[src/ps2mpd_pkg.sv]
// Package with the types and constants of the PS/2 mouse packet decoder.
package ps2mpd_pkg;

  localparam int unsigned QDEPTH = 2;
  localparam int unsigned QPTR_W = (QDEPTH > 1) ? $clog2(QDEPTH) : 1;
  localparam int unsigned QCNT_W = $clog2(QDEPTH + 1);

  localparam logic [7:0] ACK_BYTE  = 8'hFA;
  localparam logic [7:0] SYNC_MASK = 8'hC8;
  localparam logic [7:0] SYNC_VAL  = 8'h08;

  localparam int unsigned BIT_LEFT   = 0;
  localparam int unsigned BIT_RIGHT  = 1;
  localparam int unsigned BIT_MIDDLE = 2;
  localparam int unsigned BIT_XSIGN  = 4;
  localparam int unsigned BIT_YSIGN  = 5;
  localparam int unsigned BIT_FOURTH = 4;
  localparam int unsigned BIT_FIFTH  = 5;

  typedef enum logic [4:0] {
    ST_ACK    = 5'b00001,
    ST_STATUS = 5'b00010,
    ST_X      = 5'b00100,
    ST_Y      = 5'b01000,
    ST_EXT    = 5'b10000
  } phase_t;

  typedef struct packed {
    logic [7:0] status;
    logic [7:0] x_byte;
    logic [7:0] y_byte;
    logic [7:0] ext;
    logic       has_ext;
  } packet_t;

  typedef struct packed {
    logic    push;
    packet_t pkt;
  } push_t;

endpackage

[src/ps2mpd_front.sv]
// Front part: accepts received bytes, tracks the packet phase and assembles packets.
module ps2mpd_front (
  input  logic                 clk,
  input  logic                 rst_n,
  input  logic                 in_valid,
  input  logic [7:0]           in_rx_byte,
  input  logic                 q_full,
  input  logic                 cfg_wr_en,
  input  logic                 cfg_wr_data,
  output logic                 in_stall,
  output ps2mpd_pkg::push_t    q_wr
);
  import ps2mpd_pkg::*;

  phase_t     phase_r, phase_nxt;
  logic       wheel_r;
  logic [7:0] status_r, status_nxt;
  logic [7:0] x_r, x_nxt;
  logic [7:0] y_r, y_nxt;
  logic       accept;

  assign in_stall = q_full;
  assign accept   = in_valid && !q_full;

  always_comb begin
    phase_nxt       = phase_r;
    status_nxt      = status_r;
    x_nxt           = x_r;
    y_nxt           = y_r;
    q_wr.push       = 1'b0;
    q_wr.pkt.status = status_r;
    q_wr.pkt.x_byte = x_r;
    q_wr.pkt.y_byte = in_rx_byte;
    q_wr.pkt.ext    = 8'h00;
    q_wr.pkt.has_ext = 1'b0;
    if (accept) begin
      unique case (phase_r)
        ST_STATUS: begin
          if ((in_rx_byte & SYNC_MASK) == SYNC_VAL) begin
            status_nxt = in_rx_byte;
            phase_nxt  = ST_X;
          end
        end
        ST_X: begin
          x_nxt     = in_rx_byte;
          phase_nxt = ST_Y;
        end
        ST_Y: begin
          y_nxt = in_rx_byte;
          if (wheel_r) begin
            phase_nxt = ST_EXT;
          end else begin
            phase_nxt = ST_STATUS;
            q_wr.push = 1'b1;
          end
        end
        ST_EXT: begin
          phase_nxt        = ST_STATUS;
          q_wr.push        = 1'b1;
          q_wr.pkt.y_byte  = y_r;
          q_wr.pkt.ext     = in_rx_byte;
          q_wr.pkt.has_ext = 1'b1;
        end
        default: begin
          if (in_rx_byte == ACK_BYTE) begin
            phase_nxt = ST_STATUS;
          end
        end
      endcase
    end
  end

  always_ff @(posedge clk) begin
    if (!rst_n) begin
      phase_r <= ST_ACK;
      wheel_r <= 1'b0;
    end else begin
      phase_r <= phase_nxt;
      if (cfg_wr_en) begin
        wheel_r <= cfg_wr_data;
      end
    end
  end

  always_ff @(posedge clk) begin
    status_r <= status_nxt;
    x_r      <= x_nxt;
    y_r      <= y_nxt;
  end

endmodule

[src/ps2mpd_queue.sv]
// Short packet queue between the front and the back part.
module ps2mpd_queue (
  input  logic                 clk,
  input  logic                 rst_n,
  input  ps2mpd_pkg::push_t    q_wr,
  input  logic                 q_pop,
  output logic                 q_full,
  output logic                 q_valid,
  output ps2mpd_pkg::packet_t  q_pkt
);
  import ps2mpd_pkg::*;

  packet_t           mem_r [QDEPTH];
  logic [QPTR_W-1:0] wr_ptr_r, wr_ptr_nxt;
  logic [QPTR_W-1:0] rd_ptr_r, rd_ptr_nxt;
  logic [QCNT_W-1:0] cnt_r, cnt_nxt;
  logic              do_push, do_pop;

  assign q_full  = (cnt_r == QCNT_W'(QDEPTH));
  assign q_valid = (cnt_r != '0);
  assign q_pkt   = mem_r[rd_ptr_r];
  assign do_push = q_wr.push && !q_full;
  assign do_pop  = q_pop && q_valid;

  always_comb begin
    wr_ptr_nxt = wr_ptr_r;
    rd_ptr_nxt = rd_ptr_r;
    cnt_nxt    = cnt_r;
    if (do_push) begin
      wr_ptr_nxt = (wr_ptr_r == QPTR_W'(QDEPTH - 1)) ? '0 : wr_ptr_r + 1'b1;
    end
    if (do_pop) begin
      rd_ptr_nxt = (rd_ptr_r == QPTR_W'(QDEPTH - 1)) ? '0 : rd_ptr_r + 1'b1;
    end
    if (do_push && !do_pop) begin
      cnt_nxt = cnt_r + 1'b1;
    end else if (do_pop && !do_push) begin
      cnt_nxt = cnt_r - 1'b1;
    end
  end

  always_ff @(posedge clk) begin
    if (!rst_n) begin
      wr_ptr_r <= '0;
      rd_ptr_r <= '0;
      cnt_r    <= '0;
    end else begin
      wr_ptr_r <= wr_ptr_nxt;
      rd_ptr_r <= rd_ptr_nxt;
      cnt_r    <= cnt_nxt;
    end
  end

  always_ff @(posedge clk) begin
    if (do_push) begin
      mem_r[wr_ptr_r] <= q_wr.pkt;
    end
  end

endmodule

[src/ps2mpd_back.sv]
// Back part: decodes queued packets into result fields held in an output register.
module ps2mpd_back (
  input  logic                 clk,
  input  logic                 rst_n,
  input  logic                 q_valid,
  input  ps2mpd_pkg::packet_t  q_pkt,
  output logic                 q_pop,
  input  logic                 out_stall,
  output logic                 out_valid,
  output logic                 out_button_left,
  output logic                 out_button_right,
  output logic                 out_button_middle,
  output logic                 out_button_fourth,
  output logic                 out_button_fifth,
  output logic signed [8:0]    out_x_move,
  output logic signed [8:0]    out_y_move,
  output logic signed [3:0]    out_z_move
);
  import ps2mpd_pkg::*;

  logic              valid_r;
  logic              left_r, right_r, middle_r, fourth_r, fifth_r;
  logic signed [8:0] x_r, y_r;
  logic signed [3:0] z_r;
  logic              load;

  assign load  = q_valid && (!valid_r || !out_stall);
  assign q_pop = load;

  always_ff @(posedge clk) begin
    if (!rst_n) begin
      valid_r <= 1'b0;
    end else if (load) begin
      valid_r <= 1'b1;
    end else if (!out_stall) begin
      valid_r <= 1'b0;
    end
  end

  always_ff @(posedge clk) begin
    if (load) begin
      left_r   <= q_pkt.status[BIT_LEFT];
      right_r  <= q_pkt.status[BIT_RIGHT];
      middle_r <= q_pkt.status[BIT_MIDDLE];
      fourth_r <= q_pkt.has_ext & q_pkt.ext[BIT_FOURTH];
      fifth_r  <= q_pkt.has_ext & q_pkt.ext[BIT_FIFTH];
      x_r      <= {q_pkt.status[BIT_XSIGN], q_pkt.x_byte};
      y_r      <= {q_pkt.status[BIT_YSIGN], q_pkt.y_byte};
      z_r      <= q_pkt.has_ext ? q_pkt.ext[3:0] : 4'sd0;
    end
  end

  assign out_valid         = valid_r;
  assign out_button_left   = left_r;
  assign out_button_right  = right_r;
  assign out_button_middle = middle_r;
  assign out_button_fourth = fourth_r;
  assign out_button_fifth  = fifth_r;
  assign out_x_move        = x_r;
  assign out_y_move        = y_r;
  assign out_z_move        = z_r;

endmodule

[src/ps2_mouse_packet_decoder.sv]
// Top level of the PS/2 mouse packet decoder: front part, packet queue and back part.
// Throughput: one received byte per cycle; a byte is stalled only while the queue is full.
// Path: the byte that completes a packet is written into the packet queue, and its result
// is then loaded from the queue into the output register.
// Reset: synchronous, active low; clears phase to awaiting acknowledge, wheel mode to off,
// and empties the queue and output register.
module ps2_mouse_packet_decoder (
  input  logic              clk,
  input  logic              rst_n,
  input  logic              cfg_wr_en,
  input  logic              cfg_wr_data,
  input  logic              in_valid,
  output logic              in_stall,
  input  logic [7:0]        in_rx_byte,
  output logic              out_valid,
  input  logic              out_stall,
  output logic              out_button_left,
  output logic              out_button_right,
  output logic              out_button_middle,
  output logic              out_button_fourth,
  output logic              out_button_fifth,
  output logic signed [8:0] out_x_move,
  output logic signed [8:0] out_y_move,
  output logic signed [3:0] out_z_move
);
  import ps2mpd_pkg::*;

  push_t   q_wr;
  packet_t q_pkt;
  logic    q_full, q_valid, q_pop;

  ps2mpd_front u_front (
    .clk         (clk),
    .rst_n       (rst_n),
    .in_valid    (in_valid),
    .in_rx_byte  (in_rx_byte),
    .q_full      (q_full),
    .cfg_wr_en   (cfg_wr_en),
    .cfg_wr_data (cfg_wr_data),
    .in_stall    (in_stall),
    .q_wr        (q_wr)
  );

  ps2mpd_queue u_queue (
    .clk     (clk),
    .rst_n   (rst_n),
    .q_wr    (q_wr),
    .q_pop   (q_pop),
    .q_full  (q_full),
    .q_valid (q_valid),
    .q_pkt   (q_pkt)
  );

  ps2mpd_back u_back (
    .clk               (clk),
    .rst_n             (rst_n),
    .q_valid           (q_valid),
    .q_pkt             (q_pkt),
    .q_pop             (q_pop),
    .out_stall         (out_stall),
    .out_valid         (out_valid),
    .out_button_left   (out_button_left),
    .out_button_right  (out_button_right),
    .out_button_middle (out_button_middle),
    .out_button_fourth (out_button_fourth),
    .out_button_fifth  (out_button_fifth),
    .out_x_move        (out_x_move),
    .out_y_move        (out_y_move),
    .out_z_move        (out_z_move)
  );

endmodule

[config.mk]
export PLATFORM = sky130hd
export DESIGN_NAME = ps2_mouse_packet_decoder
export DESIGN_NICKNAME = d
export VERILOG_FILES = /design/src/ps2mpd_pkg.sv /design/src/ps2mpd_front.sv /design/src/ps2mpd_queue.sv /design/src/ps2mpd_back.sv /design/src/ps2_mouse_packet_decoder.sv
export SDC_FILE = /design/constraint.sdc
export NUM_CORES = 1
export LEC_CHECK = 0
export BUFFER_PORTS_ARGS = -buffer_cell sky130_fd_sc_hd__buf_2
export CAP_MARGIN = 20
export CELL_PAD_IN_SITES_DETAIL_PLACEMENT = 1
export CELL_PAD_IN_SITES_GLOBAL_PLACEMENT = 1
export CORE_ASPECT_RATIO = 1.1
export CORE_MARGIN = 1.5
export CORE_UTILIZATION = 50
export DETAILED_ROUTE_END_ITERATION = 8
export GPL_TIMING_DRIVEN = 0
export PLACE_DENSITY = 0.76
export RECOVER_POWER = 25
export SLEW_MARGIN = 20
export SYNTH_ARGS = -nofsm -noshare
export SYNTH_HDL_FRONTEND = slang
export SYNTH_HIERARCHICAL = 1
export SYNTH_SLANG_ARGS = --single-unit
[constraint.sdc]
create_clock -name clk -period 5.5 [get_ports clk]
set_clock_uncertainty 0.2 [all_clocks]
set_input_delay 1.375 -clock clk [delete_from_list [all_inputs] [get_ports clk]]
set_output_delay 1.375 -clock clk [all_outputs]
set_load 0.03 [all_outputs]
==> flow_summary.toml <==
[timing]
rsz0062_at_grt = "false"
slew_viol_final = 0
setup_violations = 0
min_period_ns = 3.43
fin_crit_sh_pct = 62.3
max_slew.worst_pin.slew_ns = 0.888
fmax_mhz = 292
fin_setup_tns_ns = 0
slew_headroom_pct = 40.7
finalHoldViolCount = 0

[placement]
hpwlAfterDp_mm = 5.44
io_buffers = 42
gp_congestion = 0.851
dp.cells = 392

[logic_synthesis]
syn_inst = 234
syn_nets = 249
avgSynthCellArea_um2 = 18.4
synth_warnings = 6
syn-cell-area_mm2 = 0.00430

[floorplan]
die_h_um = 100
core_mm2 = 0.00836
pin_count = 43
die_w_um = 91.4
initial_core_util_pct = 51.4
rows = 35
die_area_mm2 = 0.00916

[clocking]
cts_htree_levels = 4
cts_tree = "yes"
cts_root_buf = "clkbuf_8"
cts_sinks = 116
cts_buffer_depth = 2
post_cts_buffers = 0
hold_buffers = 0
clk_pin_slew_ns = 0.06
clk_latency_ns = 0.52
cts_buffers = 17
cts_resized = 0

[drt]
dr_total_vias = 2225
wl_mm = 8.70
routedWlPerCell_um = 20.5
post-route-drc-count = 0
antenna_left = 0
viasPerCell = 5.25
drtPass1Iterations = 4
first_iter_violations = 77

[setup_path]
crit_fanout = 15
crit_family = "simple AND/OR/NAND/NOR gates"
crit_buf_inv = 4
cp.arrival_ns = 3.45
slowest_delay_ns = 0.75
crit_path_frequent_cell = "buf_8"
cp_cell_sequence = "buf_2, nand2b_1, nor2b_1, a21o_1, inv_1, nor3_4, buf_8, buf_8"
slowest_stage = "nor2b_1"
endpoint_kind = "flip-flop"
required_ns = 5.52
critPathLaunchType = "input port"
critical_path_class = "in -> reg"

[hold_path]
hold_path.class = "reg -> reg"

[finish]
n_antenna_cell = 0
syn2layout_area_growth_pct = 23.4
finalNonFillerCells = 424
fin_nets = 315
drive_gt1_share_pct = 37.1

[outcome]
outcome = "finished, final reports clean"

[global_routing]
antenna_found_initial = 0
grt_pass1_wl_mm = 13.5
grt_overflow_total = 0
grt_util_all_layers_pct = 21.0
grt_max_degree = 29
grt_pass1_vias = 2408

[pwr]
power.leakage_nw = 1.84
p_per_area_mw_per_mm2 = 381
vdd_ir_drop_max_uv = 213

[run]
cap_violations = 0
[layer usage]
metal | vias to the layer above | wire [um] | GRT usage [%]
li1 | 1028 | - | -
met1 | 1125 | 3440 | 22.9
met2 | 51 | 4750 | 37.1
met3 | 21 | 318 | 6.14
met4 | 0 | 192 | 10.7
met5 | - | 0 | 0
[worst paths after layout]
| check | from | end | slack, ns | cells past startpoint |
|---|---|---|---|---|
| worst max-delay path | in_valid | u_queue/mem_r[0][9] | 2.07 | 8 |
| worst min-delay path | u_front/x_r[2] | u_queue/mem_r[1][19] | 0.24 | 0 |
| worst max register to register | u_queue/cnt_r[0] | u_queue/mem_r[0][9] | 2.19 | 9 |
| worst min register to register | u_front/x_r[2] | u_queue/mem_r[1][19] | 0.24 | 0 |
[where the power goes]
group / internal, W / switching, W
sequential: 0.000951 / 0.000000435
combinational: 0.00000670 / 0.0000128
clock: 0.000645 / 0.000403
total: 0.00160 / 0.000416
[final cells by class]
class,instances,area [um2]
plain buffers,7,31.3
clock buffers,17,414
clock inverters,15,158
multi-input cells,106,908
inverters,5,18.8
well taps,111,139
flip-flops and latches,116,3360
repair buffers,47,269
fillers,769,3060
[flip-flops by register name, summed over array words and instances (netlist names), 2 cells and up, named ones only]
signal and count:
u_back/out_z_move 4, u_queue/mem_r 56, u_back/out_y_move 9, u_front/phase_r 5, u_front/x_r 8, u_front/y_r 8, u_queue/cnt_r 2, u_front/status_r 5
u_back/out_x_move 9
[layout by cell type (no fill, tap or decap), types with 3 or more instances in the layout]
cell / n
edfxtp_1: 104
buf_2: 35
mux2_2: 33
clkbuf_16: 16
clkbuf_1: 14
and2_1: 14
dfxtp_1: 12
nand2_1: 6
o21ai_0: 5
clkinvlp_4: 4
clkinv_4: 4
nor2_1: 4
inv_1: 4
clkinv_2: 3
nor2b_1: 3
nand2b_1: 3
mux2_1: 3
[per-stage QoR]
| stage | power, W | hold WS [ns] | worst slack, ns | util (%) | area (um2) |
|---|---|---|---|---|---|
| after floorplan | 0.000977 | 0.221 | 1.33 | - | 4300 |
| after CTS | 0.00204 | 0.246 | 2.04 | 63.6 | 5320 |
| after global routing | 0.00207 | 0.252 | 1.96 | 63.4 | 5300 |
| final | 0.00202 | 0.245 | 2.07 | 63.4 | 5300 |
| after detailed placement | 0.000990 | 0.236 | 1.52 | 56.7 | 4750 |
| after global placement | 0.000988 | 0.222 | 0.351 | 55.5 | 4640 |
Note: power is estimated with default switching activity, not from simulation.
